`config.mk`:
```
export PLATFORM = sky130hd
export DESIGN_NAME = scalar_kalman_filter
export DESIGN_NICKNAME = d
export VERILOG_FILES = /design/src/skf_pkg.sv /design/src/skf_div.sv /design/src/skf_mac.sv /design/src/scalar_kalman_filter.sv
export SDC_FILE = /design/constraint.sdc
export NUM_CORES = 1
export LEC_CHECK = 0
export ABC_AREA = 1
export BUFFER_PORTS_ARGS = -buffer_cell sky130_fd_sc_hd__buf_2
export CORE_AREA = 10 10 302 304
export DETAILED_ROUTE_END_ITERATION = 8
export DIE_AREA = 0 0 312 314
export PLACE_DENSITY = 0.66
export SYNTH_ARGS = -nofsm -noshare
export SYNTH_HDL_FRONTEND = slang
export SYNTH_HIERARCHICAL = 1
export SYNTH_SLANG_ARGS = --single-unit
export TNS_END_PERCENT = 1
```
`constraint.sdc`:
```
create_clock -name aclk -period 8.3 [get_ports aclk]
set_input_delay 1.245 -clock aclk [delete_from_list [all_inputs] [get_ports aclk]]
set_output_delay 1.245 -clock aclk [all_outputs]
set_load 0.02 [all_outputs]
```
`src/skf_pkg.sv`:
```
package skf_pkg;

    // Field widths
    localparam int SAMPLE_W = 24;
    localparam int GAIN_W   = 17;
    localparam int Q_W      = 24;
    localparam int R_W      = 32;
    localparam int VAR_W    = 32;
    localparam int DEN_W    = VAR_W + 1;

    // Configuration port
    localparam int CFG_IDX_W  = 1;
    localparam int CFG_DATA_W = 32;

    localparam logic [CFG_IDX_W-1:0] REG_PROCESS_NOISE     = 1'd0;
    localparam logic [CFG_IDX_W-1:0] REG_MEASUREMENT_NOISE = 1'd1;

    // Reset values
    localparam logic [Q_W-1:0]   Q_RESET   = 24'd655;     // ~0.01 in Q8.16
    localparam logic [R_W-1:0]   R_RESET   = 32'd655360;  // 10.0 in Q16.16
    localparam logic [VAR_W-1:0] VAR_RESET = 32'd65536;   // 1.0 in Q16.16

    // Unity gain in Q1.16
    localparam logic [GAIN_W-1:0] GAIN_ONE = 17'd65536;

    // Sequencer controls shared by the serial units
    typedef struct packed {
        logic load;
        logic step;
    } skf_ctrl_t;

endpackage

```
`src/skf_div.sv`:
```
// Restoring divider, one quotient bit per cycle while step is high, MSB first.
// Quotient = floor(num * 2^(GAIN_W-1) / den), at most GAIN_W bits since num <= den.
module skf_div (
    input  logic                        aclk,
    input  skf_pkg::skf_ctrl_t          ctrl,
    input  logic [skf_pkg::VAR_W-1:0]   num,
    input  logic [skf_pkg::DEN_W-1:0]   den,
    input  logic                        den_zero,
    output logic                        q_bit,
    output logic [skf_pkg::GAIN_W-1:0]  quotient
);
    import skf_pkg::*;

    logic [DEN_W:0]    rem_reg;
    logic [DEN_W:0]    rem_next;
    logic [DEN_W-1:0]  den_reg;
    logic              zero_reg;
    logic [GAIN_W-1:0] quo_reg;
    logic [DEN_W:0]    diff;
    logic [DEN_W-1:0]  rem_after;

    // Trial subtract; a zero divisor yields a zero quotient
    assign diff      = rem_reg - {1'b0, den_reg};
    assign q_bit     = !zero_reg && (rem_reg >= {1'b0, den_reg});
    assign rem_after = q_bit ? diff[DEN_W-1:0] : rem_reg[DEN_W-1:0];
    assign rem_next  = {rem_after, 1'b0};

    always_ff @(posedge aclk) begin
        if (ctrl.load) begin
            rem_reg  <= {2'b00, num};
            den_reg  <= den;
            zero_reg <= den_zero;
            quo_reg  <= '0;
        end else if (ctrl.step) begin
            rem_reg  <= rem_next;
            quo_reg  <= {quo_reg[GAIN_W-2:0], q_bit};
        end
    end

    assign quotient = quo_reg;

endmodule

```
`src/skf_mac.sv`:
```
// Bit-serial multiplier: multiplier bits arrive MSB first, acc = 2*acc + bit*a.
module skf_mac #(
    parameter int A_W = 40
) (
    input  logic                             aclk,
    input  skf_pkg::skf_ctrl_t               ctrl,
    input  logic                             mul_bit,
    input  logic [A_W-1:0]                   a,
    output logic [A_W+skf_pkg::GAIN_W-1:0]   product
);
    import skf_pkg::*;

    localparam int ACC_W = A_W + GAIN_W;

    logic [ACC_W-1:0] acc_reg;
    logic [ACC_W-1:0] acc_next;

    assign acc_next = {acc_reg[ACC_W-2:0], 1'b0}
                    + (mul_bit ? {{GAIN_W{1'b0}}, a} : {ACC_W{1'b0}});

    always_ff @(posedge aclk) begin
        if (ctrl.load) begin
            acc_reg <= '0;
        end else if (ctrl.step) begin
            acc_reg <= acc_next;
        end
    end

    assign product = acc_reg;

endmodule

```
`src/scalar_kalman_filter.sv`:
```
// Channel   Direction  Ports                                   Content
// s_        in         s_valid s_ready s_sample                one current sample
// m_        out        m_valid m_ready m_filtered m_gain_value rounded estimate, gain
// cfg_      in         cfg_we cfg_index cfg_data               noise register writes
//
// After transfer each sample passes ST_PREP, which predicts the variance and
// forms the error, ST_DENOM, which forms the divisor, ST_DIV for the bit-serial
// gain division (one quotient bit per cycle) and ST_UPD to update the state.
// The two products ride on the quotient bits as they come out of the divider.
// Reset (aresetn low, synchronous) restores the estimate, variance and noise settings.
// A result waiting in the output register does not block the next sample;
// the update step waits only if the previous result has not been taken.
module scalar_kalman_filter #(
    parameter int FRAC_BITS = 16
) (
    input  logic                              aclk,
    input  logic                              aresetn,
    input  logic                              cfg_we,
    input  logic [skf_pkg::CFG_IDX_W-1:0]     cfg_index,
    input  logic [skf_pkg::CFG_DATA_W-1:0]    cfg_data,
    input  logic                              s_valid,
    output logic                              s_ready,
    input  logic signed [skf_pkg::SAMPLE_W-1:0] s_sample,
    output logic                              m_valid,
    input  logic                              m_ready,
    output logic signed [skf_pkg::SAMPLE_W-1:0] m_filtered,
    output logic [skf_pkg::GAIN_W-1:0]        m_gain_value
);
    import skf_pkg::*;

    localparam int EST_W = SAMPLE_W + FRAC_BITS;
    localparam int CNT_W = $clog2(GAIN_W);
    localparam logic [CNT_W-1:0] LAST_BIT = CNT_W'(GAIN_W - 1);
    localparam logic [EST_W:0]   HALF     = (EST_W+1)'(1) << (FRAC_BITS - 1);

    localparam logic [2:0] ST_IDLE  = 3'd0;
    localparam logic [2:0] ST_PREP  = 3'd1;
    localparam logic [2:0] ST_DENOM = 3'd2;
    localparam logic [2:0] ST_DIV   = 3'd3;
    localparam logic [2:0] ST_UPD   = 3'd4;

    logic [2:0]                 state_reg, state_next;
    logic [CNT_W-1:0]           cnt_reg, cnt_next;
    logic [Q_W-1:0]             q_reg;
    logic [R_W-1:0]             r_reg;
    logic signed [EST_W-1:0]    est_reg;
    logic [VAR_W-1:0]           var_reg;
    logic signed [SAMPLE_W-1:0] sample_reg;
    logic [VAR_W-1:0]           p_reg;
    logic                       neg_reg;
    logic [EST_W-1:0]           mag_reg;
    logic                       out_valid_reg;
    logic signed [SAMPLE_W-1:0] out_filt_reg;
    logic [GAIN_W-1:0]          out_gain_reg;

    logic                       in_xfer;
    logic                       upd_fire;
    logic [VAR_W:0]             p_sum;
    logic [VAR_W-1:0]           p_sat;
    logic [EST_W:0]             err;
    logic [EST_W:0]             err_abs;
    logic [DEN_W-1:0]           den;
    logic                       den_zero;
    skf_ctrl_t                  ctrl;
    logic                       q_bit;
    logic [GAIN_W-1:0]          gain;
    logic [EST_W+GAIN_W-1:0]    prod_e;
    logic [VAR_W+GAIN_W-1:0]    prod_v;
    logic [EST_W-1:0]           delta;
    logic [EST_W-1:0]           est_new;
    logic [VAR_W-1:0]           shrink;
    logic [VAR_W-1:0]           var_new;
    logic [EST_W:0]             rnd_sum;

    assign s_ready  = (state_reg == ST_IDLE);
    assign in_xfer  = s_valid && s_ready;
    assign upd_fire = (state_reg == ST_UPD) && (!out_valid_reg || m_ready);

    // Prediction: saturating variance, error against the scaled sample
    assign p_sum   = {1'b0, var_reg} + {{(VAR_W+1-Q_W){1'b0}}, q_reg};
    assign p_sat   = p_sum[VAR_W] ? {VAR_W{1'b1}} : p_sum[VAR_W-1:0];
    assign err     = {sample_reg[SAMPLE_W-1], sample_reg, {FRAC_BITS{1'b0}}}
                   - {est_reg[EST_W-1], est_reg};
    assign err_abs = err[EST_W] ? (~err + (EST_W+1)'(1)) : err;

    // Divisor for the gain
    assign den      = {1'b0, p_reg} + {1'b0, r_reg};
    assign den_zero = (p_reg == '0) && (r_reg == '0);

    assign ctrl.load = (state_reg == ST_DENOM);
    assign ctrl.step = (state_reg == ST_DIV);

    skf_div u_div (
        .aclk     (aclk),
        .ctrl     (ctrl),
        .num      (p_reg),
        .den      (den),
        .den_zero (den_zero),
        .q_bit    (q_bit),
        .quotient (gain)
    );

    // gain * |err|
    skf_mac #(.A_W(EST_W)) u_mac_est (
        .aclk    (aclk),
        .ctrl    (ctrl),
        .mul_bit (q_bit),
        .a       (mag_reg),
        .product (prod_e)
    );

    // gain * predicted variance
    skf_mac #(.A_W(VAR_W)) u_mac_var (
        .aclk    (aclk),
        .ctrl    (ctrl),
        .mul_bit (q_bit),
        .a       (p_reg),
        .product (prod_v)
    );

    // Update: estimate moves by the truncated delta, variance = p - ceil(g*p/2^16)
    assign delta   = prod_e[EST_W+GAIN_W-2:GAIN_W-1];
    assign est_new = neg_reg ? (est_reg - delta) : (est_reg + delta);
    assign shrink  = prod_v[VAR_W+GAIN_W-2:GAIN_W-1]
                   + {{(VAR_W-1){1'b0}}, |prod_v[GAIN_W-2:0]};
    assign var_new = p_reg - shrink;
    assign rnd_sum = {est_new[EST_W-1], est_new} + HALF;

    // Sequencer
    always_comb begin
        state_next = state_reg;
        cnt_next   = cnt_reg;
        unique case (state_reg)
            ST_IDLE: begin
                if (in_xfer) state_next = ST_PREP;
            end
            ST_PREP: begin
                state_next = ST_DENOM;
            end
            ST_DENOM: begin
                state_next = ST_DIV;
                cnt_next   = '0;
            end
            ST_DIV: begin
                cnt_next = cnt_reg + CNT_W'(1);
                if (cnt_reg == LAST_BIT) state_next = ST_UPD;
            end
            ST_UPD: begin
                if (upd_fire) state_next = ST_IDLE;
            end
            default: begin
                state_next = ST_IDLE;
            end
        endcase
    end

    always_ff @(posedge aclk) begin
        if (!aresetn) begin
            state_reg <= ST_IDLE;
            cnt_reg   <= '0;
        end else begin
            state_reg <= state_next;
            cnt_reg   <= cnt_next;
        end
    end

    // Noise settings and filter state
    always_ff @(posedge aclk) begin
        if (!aresetn) begin
            q_reg   <= Q_RESET;
            r_reg   <= R_RESET;
            est_reg <= '0;
            var_reg <= VAR_RESET;
        end else begin
            if (cfg_we) begin
                unique case (cfg_index)
                    REG_PROCESS_NOISE:     q_reg <= cfg_data[Q_W-1:0];
                    REG_MEASUREMENT_NOISE: r_reg <= cfg_data[R_W-1:0];
                    default: ;
                endcase
            end
            if (upd_fire) begin
                est_reg <= est_new;
                var_reg <= var_new;
            end
        end
    end

    // Per-item working registers
    always_ff @(posedge aclk) begin
        if (in_xfer) begin
            sample_reg <= s_sample;
        end
        if (state_reg == ST_PREP) begin
            p_reg   <= p_sat;
            neg_reg <= err[EST_W];
            mag_reg <= err_abs[EST_W-1:0];
        end
    end

    // Output register
    always_ff @(posedge aclk) begin
        if (!aresetn) begin
            out_valid_reg <= 1'b0;
        end else if (upd_fire) begin
            out_valid_reg <= 1'b1;
        end else if (m_ready) begin
            out_valid_reg <= 1'b0;
        end
    end

    always_ff @(posedge aclk) begin
        if (upd_fire) begin
            out_filt_reg <= rnd_sum[FRAC_BITS+SAMPLE_W-1:FRAC_BITS];
            out_gain_reg <= gain;
        end
    end

    assign m_valid      = out_valid_reg;
    assign m_filtered   = out_filt_reg;
    assign m_gain_value = out_gain_reg;

endmodule

```
==> qor.csv, run 1 <==
stage,metric,value,unit
timing,setup TNS,0,ns
setup_path,Top delay family on crit path,simple AND/OR/NAND/NOR gates,
synth,syn avg cell area,6.25,µm²
timing,Slew @ Worst Pin,1.02,ns
setup_path,slowest CP cell,nor4_1,
route,antenna-violating nets left,0,
route,"wirelength, routed",141,mm
global_route,first-pass GRT wire length,217,mm
timing,setup repair after global routing missed its margin,no,
setup_path,"slowest stage delay, CP",0.57,ns
timing,maximum clock rate,199,MHz
setup_path,CP Cell Sequence,inv_1 > ha_1 > nand4_1 > nor3_1 > nand3_1 > nor4_1 > a21oi_1 > xnor2_1 > ha_1 > nand2_1 > o21ai_0 > a21oi_1 > inv_1 > nor2_1 > nand2_1 > nand2_1 > nand2_1 > nor2_1 > nand2_1 > nor2_1 > nand2_1 > xor2_1,
clocking,Worst-Skew Late Latency,0.67,ns
clocking,H-tree levels,2,
clocking,CTS tree,yes,
setup_path,CP required,8.69,ns
pwr,Sw Pwr,5.12,mW
timing,Final Skew,0.0266,ns
die,Boundary Pins,105,
timing,Hold Worst Slack,0.430,ns
place,DPL Wire Length,113,mm
route,wire per inst,17.6,µm
global_route,GRT busiest layer,met2,
place,Final Wtd Congestion,0.994,
flow_run,number of max-cap violations,0,
timing,Setup Viol. Count Final,0,
clocking,number of post-CTS setup repair buffers,0,
setup_path,top fanout value on the critical path,5,
synth,Syn Nets,7089,
pwr,Power Dens Cells,242,mW/mm²
clocking,Num Clock Sinks,464,
clocking,CTS max path bufs,3,
global_route,met1 Usage GRT,40.9,%
setup_path,crit path launch type,flip-flop,
global_route,grt total ovfl,0,
cells_and_area,Nets,7163,
timing,Tmin final,5.02,ns
timing,"Hold Violations, Final",0,
die,Die X,312,µm
clocking,total CTS buffers,55,
timing,slew margin rel.,31.8,%
setup_path,critical path class,flip-flop to flip-flop,
cells_and_area,ant diodes,0,
cells_and_area,Area Overhead vs Synth,8.34,%
timing,Pins Over Slew Limit,0,
clocking,CTS root buf,clkbuf_16,
cells_and_area,share of cells above drive strength 1,7.43,%
synth,Mapped Cells,6732,
clocking,post-CTS resize count,0,
route,TritonRoute pass-1 iters,6,
pwr,Switching Share,46.3,%
die,Core Area,0.0849,mm²
global_route,initial antenna violation count,0,
worst_hold_path,min-delay worst type,flip-flop to flip-flop,
global_route,met2 usage,42.2,%
setup_path,CP most frequent cell,nand2_1,
route,Via density,5.20,
route,starting DRC count in detailed routing,3800,
pwr,Clk network pwr share,23.0,%
die,DIE AREA,0.0980,mm²
synth,YS warnings,6,
die,Initial Util,49.6,%
pwr,Worst IR Drop VDD,0.173,mV
die,Die Y,314,µm
global_route,Total Routing Usage GR,27.8,%
pwr,total power,11.1,mW
setup_path,Critical Path AT,5.42,ns
cells_and_area,Largest register FFs,56,
clocking,hold_buf cts,0,
pwr,design internal power,5.93,mW
global_route,largest net degree at the start of global routing,138,
route,residual DRC count,0,
route,via count,41605,
setup_path,Buffers & Inverters on Critical Path,2,
place,# port buffers,104,
synth,Post-Synthesis Cell Area,0.0421,mm²
pwr,Sequential Power Share,29.4,%
pwr,combinational fraction of design power,47.6,%
global_route,vias in the first global route,37752,
setup_path,Critical Path Sink Type,flip-flop,
global_route,met3 Use GR,4.21,%
clocking,Clock transition at path regs,0.06,ns
die,Rows,107,
run_status,run status,"finished, final reports clean",
pwr,leakage,24.8,nW
timing,share of the clock period used by the worst path,60.5,%
power groups by stage:
stage          Combinational [mW]  Clock, mW  Sequential [mW]
2_1_floorplan                3.87          0             3.07
3_3_place_gp                 5.13          0             3.28
3_5_place_dp                 5.15          0             3.28
4_1_cts                      5.19       2.59             3.24
5_1_grt                      5.90       2.68             3.28
6_report                     5.26       2.54             3.25
metrics by stage:
stage / std cells / instance area (µm²) / worst slack [ns] / utilization (%)
2_1_floorplan: 6732 / 42100 / 2.31 / -
3_3_place_gp: 7893 / 43700 / 3.42 / 51.5
3_5_place_dp: 7893 / 43700 / 3.44 / 51.5
4_1_cts: 7997 / 45600 / 3.41 / 53.7
5_1_grt: 7997 / 45600 / 2.75 / 53.7
6_report: 7997 / 45600 / 3.28 / 53.7
cells in the final DEF (no fill, tap or decap), types with 9 or more instances in the layout:
cell,n
nand2_1,2010
nand4_1,74
a21o_1,13
ha_1,287
edfxtp_1,204
clkinv_2,10
clkinv_4,9
dfxtp_1,260
nand3_1,379
o21bai_1,38
nor2_1,691
nor3_1,55
xnor2_1,69
nand3b_1,29
xor2_1,158
a21oi_1,332
buf_4,19
inv_1,1331
nor2_4,29
nand2_2,66
or2_2,20
o21a_1,14
clkbuf_16,60
clkbuf_1,9
a31oi_1,9
o211ai_1,19
nand3_2,30
nor3_2,12
nor2_2,68
o21ai_1,13
o21ai_0,249
buf_2,104
nor4_1,34
o22ai_1,16
inv_2,26
per-layer routing:
layer / up-vias / wire (µm)
li1: 21159 / -
met1: 18924 / 68100
met2: 1359 / 59000
met3: 163 / 10600
met4: 0 / 2940
met5: - / 0
path summary, 6_finish.rpt:
kind | start | endpoint | slack (ns) | depth (start not counted)
max reg2reg | u_mac_est/product[17]$_SDFFE_PP0P_ | m_filtered[13]$_DFFE_PP_ | 3.28 | 22
min reg2reg | u_div/quotient[15]$_SDFFE_PP0P_ | m_gain_value[15]$_DFFE_PP_ | 0.43 | 0
max | u_mac_est/product[17]$_SDFFE_PP0P_ | m_filtered[13]$_DFFE_PP_ | 3.28 | 22
min | u_div/quotient[15]$_SDFFE_PP0P_ | m_gain_value[15]$_DFFE_PP_ | 0.43 | 0
area by class of cell:
| class | count | area, µm² |
|---|---|---|
| Inverter | 1363 | 5120 |
| Clock buffer | 70 | 1550 |
| Fill cell | 8852 | 39300 |
| Tap cell | 1144 | 1430 |
| Sequential cell | 464 | 11300 |
| Multi-Input combinational cell | 4798 | 25200 |
| Clock inverter | 34 | 325 |
| Timing Repair Buffer | 124 | 683 |
Power figures use the tool's default switching activity.
==> run 2: changes to the inputs <==
Clock period 8.3 ns to 5.2 ns, I/O delays scaled along.
==> run 2 against run 1 <==
  * Hold slack lost 0.12 ns
  * Worst setup slack worse by 2.9 ns
  * Global-route usage increased by 0.87 points
  * Combinational power is 65% higher
  * Non-clock buffer count grew 13
  * Power grew 62%
  * Final area up 0.35%
  * Die area unchanged
  * Sequential cell count did not move
  * Largest power group unchanged
  * Routed wire length grew 3.7%
  * Core utilization rose by 0.19 points
  * Sequential share of layout area fell by 0.087 points
==> qor.csv, run 2 (synthesized netlist as in run 1, its figures left out) <==
stage,metric,value,unit
run_status,run status,"finished, final reports clean",
cells_and_area,share of cells above drive strength 1,7.54,%
setup_path,crit path launch type,flip-flop,
timing,worst setup margin,0.363,ns
global_route,grt total ovfl,0,
die,Die Y,314,µm
place,# port buffers,104,
place,DP Area,0.0439,mm²
route,antenna-violating nets left,0,
clocking,Clock transition at path regs,0.06,ns
clocking,H-tree levels,2,
route,"wirelength, routed",146,mm
cells_and_area,Largest register FFs,56,
die,DIE AREA,0.0980,mm²
global_route,met2 usage,42.2,%
global_route,met1 Usage GRT,41.0,%
setup_path,CP Cell Sequence,inv_1 > ha_1 > nand4_1 > nor3_2 > nand3_1 > nand2_1 > o21ai_0 > a21oi_1 > o21ai_0 > xor2_1 > ha_2 > a21oi_1 > o21bai_1 > inv_1 > o21ai_1 > a21oi_1 > nand2_1 > nand2_1 > nand2_1 > nor2_2 > nand2_1 > nor2_1 > nand2_1 > xor2_1,
worst_hold_path,Hold Path End,sample_reg[2]$_DFFE_PP_,
route,wire per inst,18.2,µm
global_route,Total Routing Usage GR,28.6,%
setup_path,Critical Path Sink Type,flip-flop,
timing,Tmin final,4.84,ns
cells_and_area,# fillers,8920,
clocking,CTS root buf,clkbuf_16,
die,Rows,107,
global_route,first-pass GRT wire length,221,mm
route,via count,41816,
global_route,initial antenna violation count,5,
timing,Pins Over Slew Limit,0,
place,Final Wtd Congestion,1.04,
place,DPL Wire Length,118,mm
timing,Hold Worst Slack,0.311,ns
global_route,GRT busiest layer,met2,
pwr,Worst IR Drop VDD,0.335,mV
setup_path,R2R Setup Slk,0.36,ns
place,Place WS,0.382,ns
timing,slew margin rel.,30.2,%
setup_path,critical path class,flip-flop to flip-flop,
worst_hold_path,hold path start,s_sample[2],
setup_path,Buffers & Inverters on Critical Path,2,
global_route,met3 Use GR,7.11,%
global_route,vias in the first global route,38210,
cells_and_area,post-route insts no fill,8010,
setup_path,capturing point of the worst reg2reg path,m_filtered[15]$_DFFE_PP_,
timing,share of the clock period used by the worst path,93.0,%
timing,maximum clock rate,207,MHz
cells_and_area,most frequent cells in the layout,"nand2_1 (2010), inv_1 (1332), nor2_1 (691)",
timing,Final Skew,0.0252,ns
cells_and_area,Nets,7177,
setup_path,CP most frequent cell,nand2_1,
timing,"Hold Violations, Final",0,
worst_hold_path,min-delay worst type,input pin to flip-flop,
clocking,CTS tree,yes,
pwr,Power Dens Cells,392,mW/mm²
setup_path,r2r worst-path depth,24,
die,Initial Util,49.6,%
cells_and_area,Area Overhead vs Synth,8.73,%
clocking,total CTS buffers,56,
cells_and_area,design area,0.0458,mm²
setup_path,Top delay family on crit path,simple AND/OR/NAND/NOR gates,
setup_path,Critical Path AT,5.22,ns
clocking,Num Clock Sinks,464,
setup_path,slowest CP cell,ha_2,
pwr,leakage,24.9,nW
setup_path,Reg2Reg Launch Point,u_mac_est/product[17]$_SDFFE_PP0P_,
clocking,CTS max path bufs,3,
route,TritonRoute pass-1 iters,6,
die,Boundary Pins,105,
route,starting DRC count in detailed routing,4175,
setup_path,CP Launch Point,u_mac_est/product[17]$_SDFFE_PP0P_,
clocking,Worst-Skew Late Latency,0.66,ns
setup_path,"slowest stage delay, CP",0.43,ns
timing,Slew @ Worst Pin,1.05,ns
route,Via density,5.22,
global_route,largest net degree at the start of global routing,121,
setup_path,top fanout value on the critical path,6,
timing,Setup Viol. Count Final,0,
die,Die X,312,µm
cells_and_area,ant diodes,0,
route,residual DRC count,0,
setup_path,CP required,5.59,ns
place,placed instance count,7906,
flow_run,number of max-cap violations,0,
cells_and_area,"commonest non-fill, non-tap cell in the layout",nand2_1,
die,Core Area,0.0849,mm²
worst_hold_path,hold path cells,1,
clocking,hold_buf cts,0,
==> run 2: cell count changes in the layout (fill, tap and decap cells not counted), moves of 2 or more <==
| cell | delta |
|---|---|
| inv_4 | -4 |
| bufinv_16 | +3 |
| clkinv_2 | -2 |
| clkinvlp_4 | +3 |
| clkbuf_16 | -2 |
| clkinv_4 | -3 |
| inv_6 | +2 |
| clkinv_1 | +5 |
| inv_8 | -3 |
| buf_12 | +3 |
| buf_4 | +10 |
==> run 2: repair_timing <==
item | CTS | global route
setup endpoints to repair | 0 | 13
buffers inserted | 0 | 0
resized for setup | 0 | 2
==> run 2: per-stage QoR <==
step | util, % | TNS (ns) | total power, mW
finish | 53.9 | 0 | 17.9
global route | 53.9 | -0.00268 | 19.2
CTS | 53.9 | 0 | 17.8
detailed placement | 51.7 | 0 | 13.6
global placement | 51.7 | 0 | 13.6
floorplan | - | 0 | 11.1
==> run 2: cell type report <==
type	instances	area (µm²)	share of cell area (%)
Clock buffer	68	1500	3.28
Clock inverter	36	387	0.845
Inverter	1363	5120	11.2
Multi-Input combinational cell	4798	25200	55.0
Sequential cell	464	11300	24.8
Tap cell	1144	1430	3.13
Timing Repair Buffer	137	818	1.79
==> run 2: routing by layer <==
metal  part of all wire [%]  vias up
met1                     47    19010
met4                    2.7        8
li1                       -    21184
met2                     41     1416
met3                    9.2      198
met5                  0.077        -
==> run 2: where the power goes <==
part / internal (mW) / switching [mW] / total [mW]
sequential: 4.45 / 0.669 / 5.12
combinational: 2.80 / 5.87 / 8.68
clock: 2.36 / 1.76 / 4.13
total: 9.62 / 8.31 / 17.9
==> run 2: how the worst max path moves through the flow <==
| stage | slack [ns] | cells past startpoint | endpoint |
|---|---|---|---|
| 2_1_floorplan | 1.02 | 7 | u_div/rem_reg[0]$_SDFFCE_PN0P_ |
| 3_3_place_gp | 0.41 | 26 | m_filtered[21]$_DFFE_PP_ |
| 3_5_place_dp | 0.38 | 23 | m_filtered[15]$_DFFE_PP_ |
| 4_1_cts | 0.31 | 23 | m_filtered[15]$_DFFE_PP_ |
| 5_1_grt | -0.003 | 24 | m_filtered[15]$_DFFE_PP_ |
| 6_report | 0.36 | 24 | m_filtered[15]$_DFFE_PP_ |
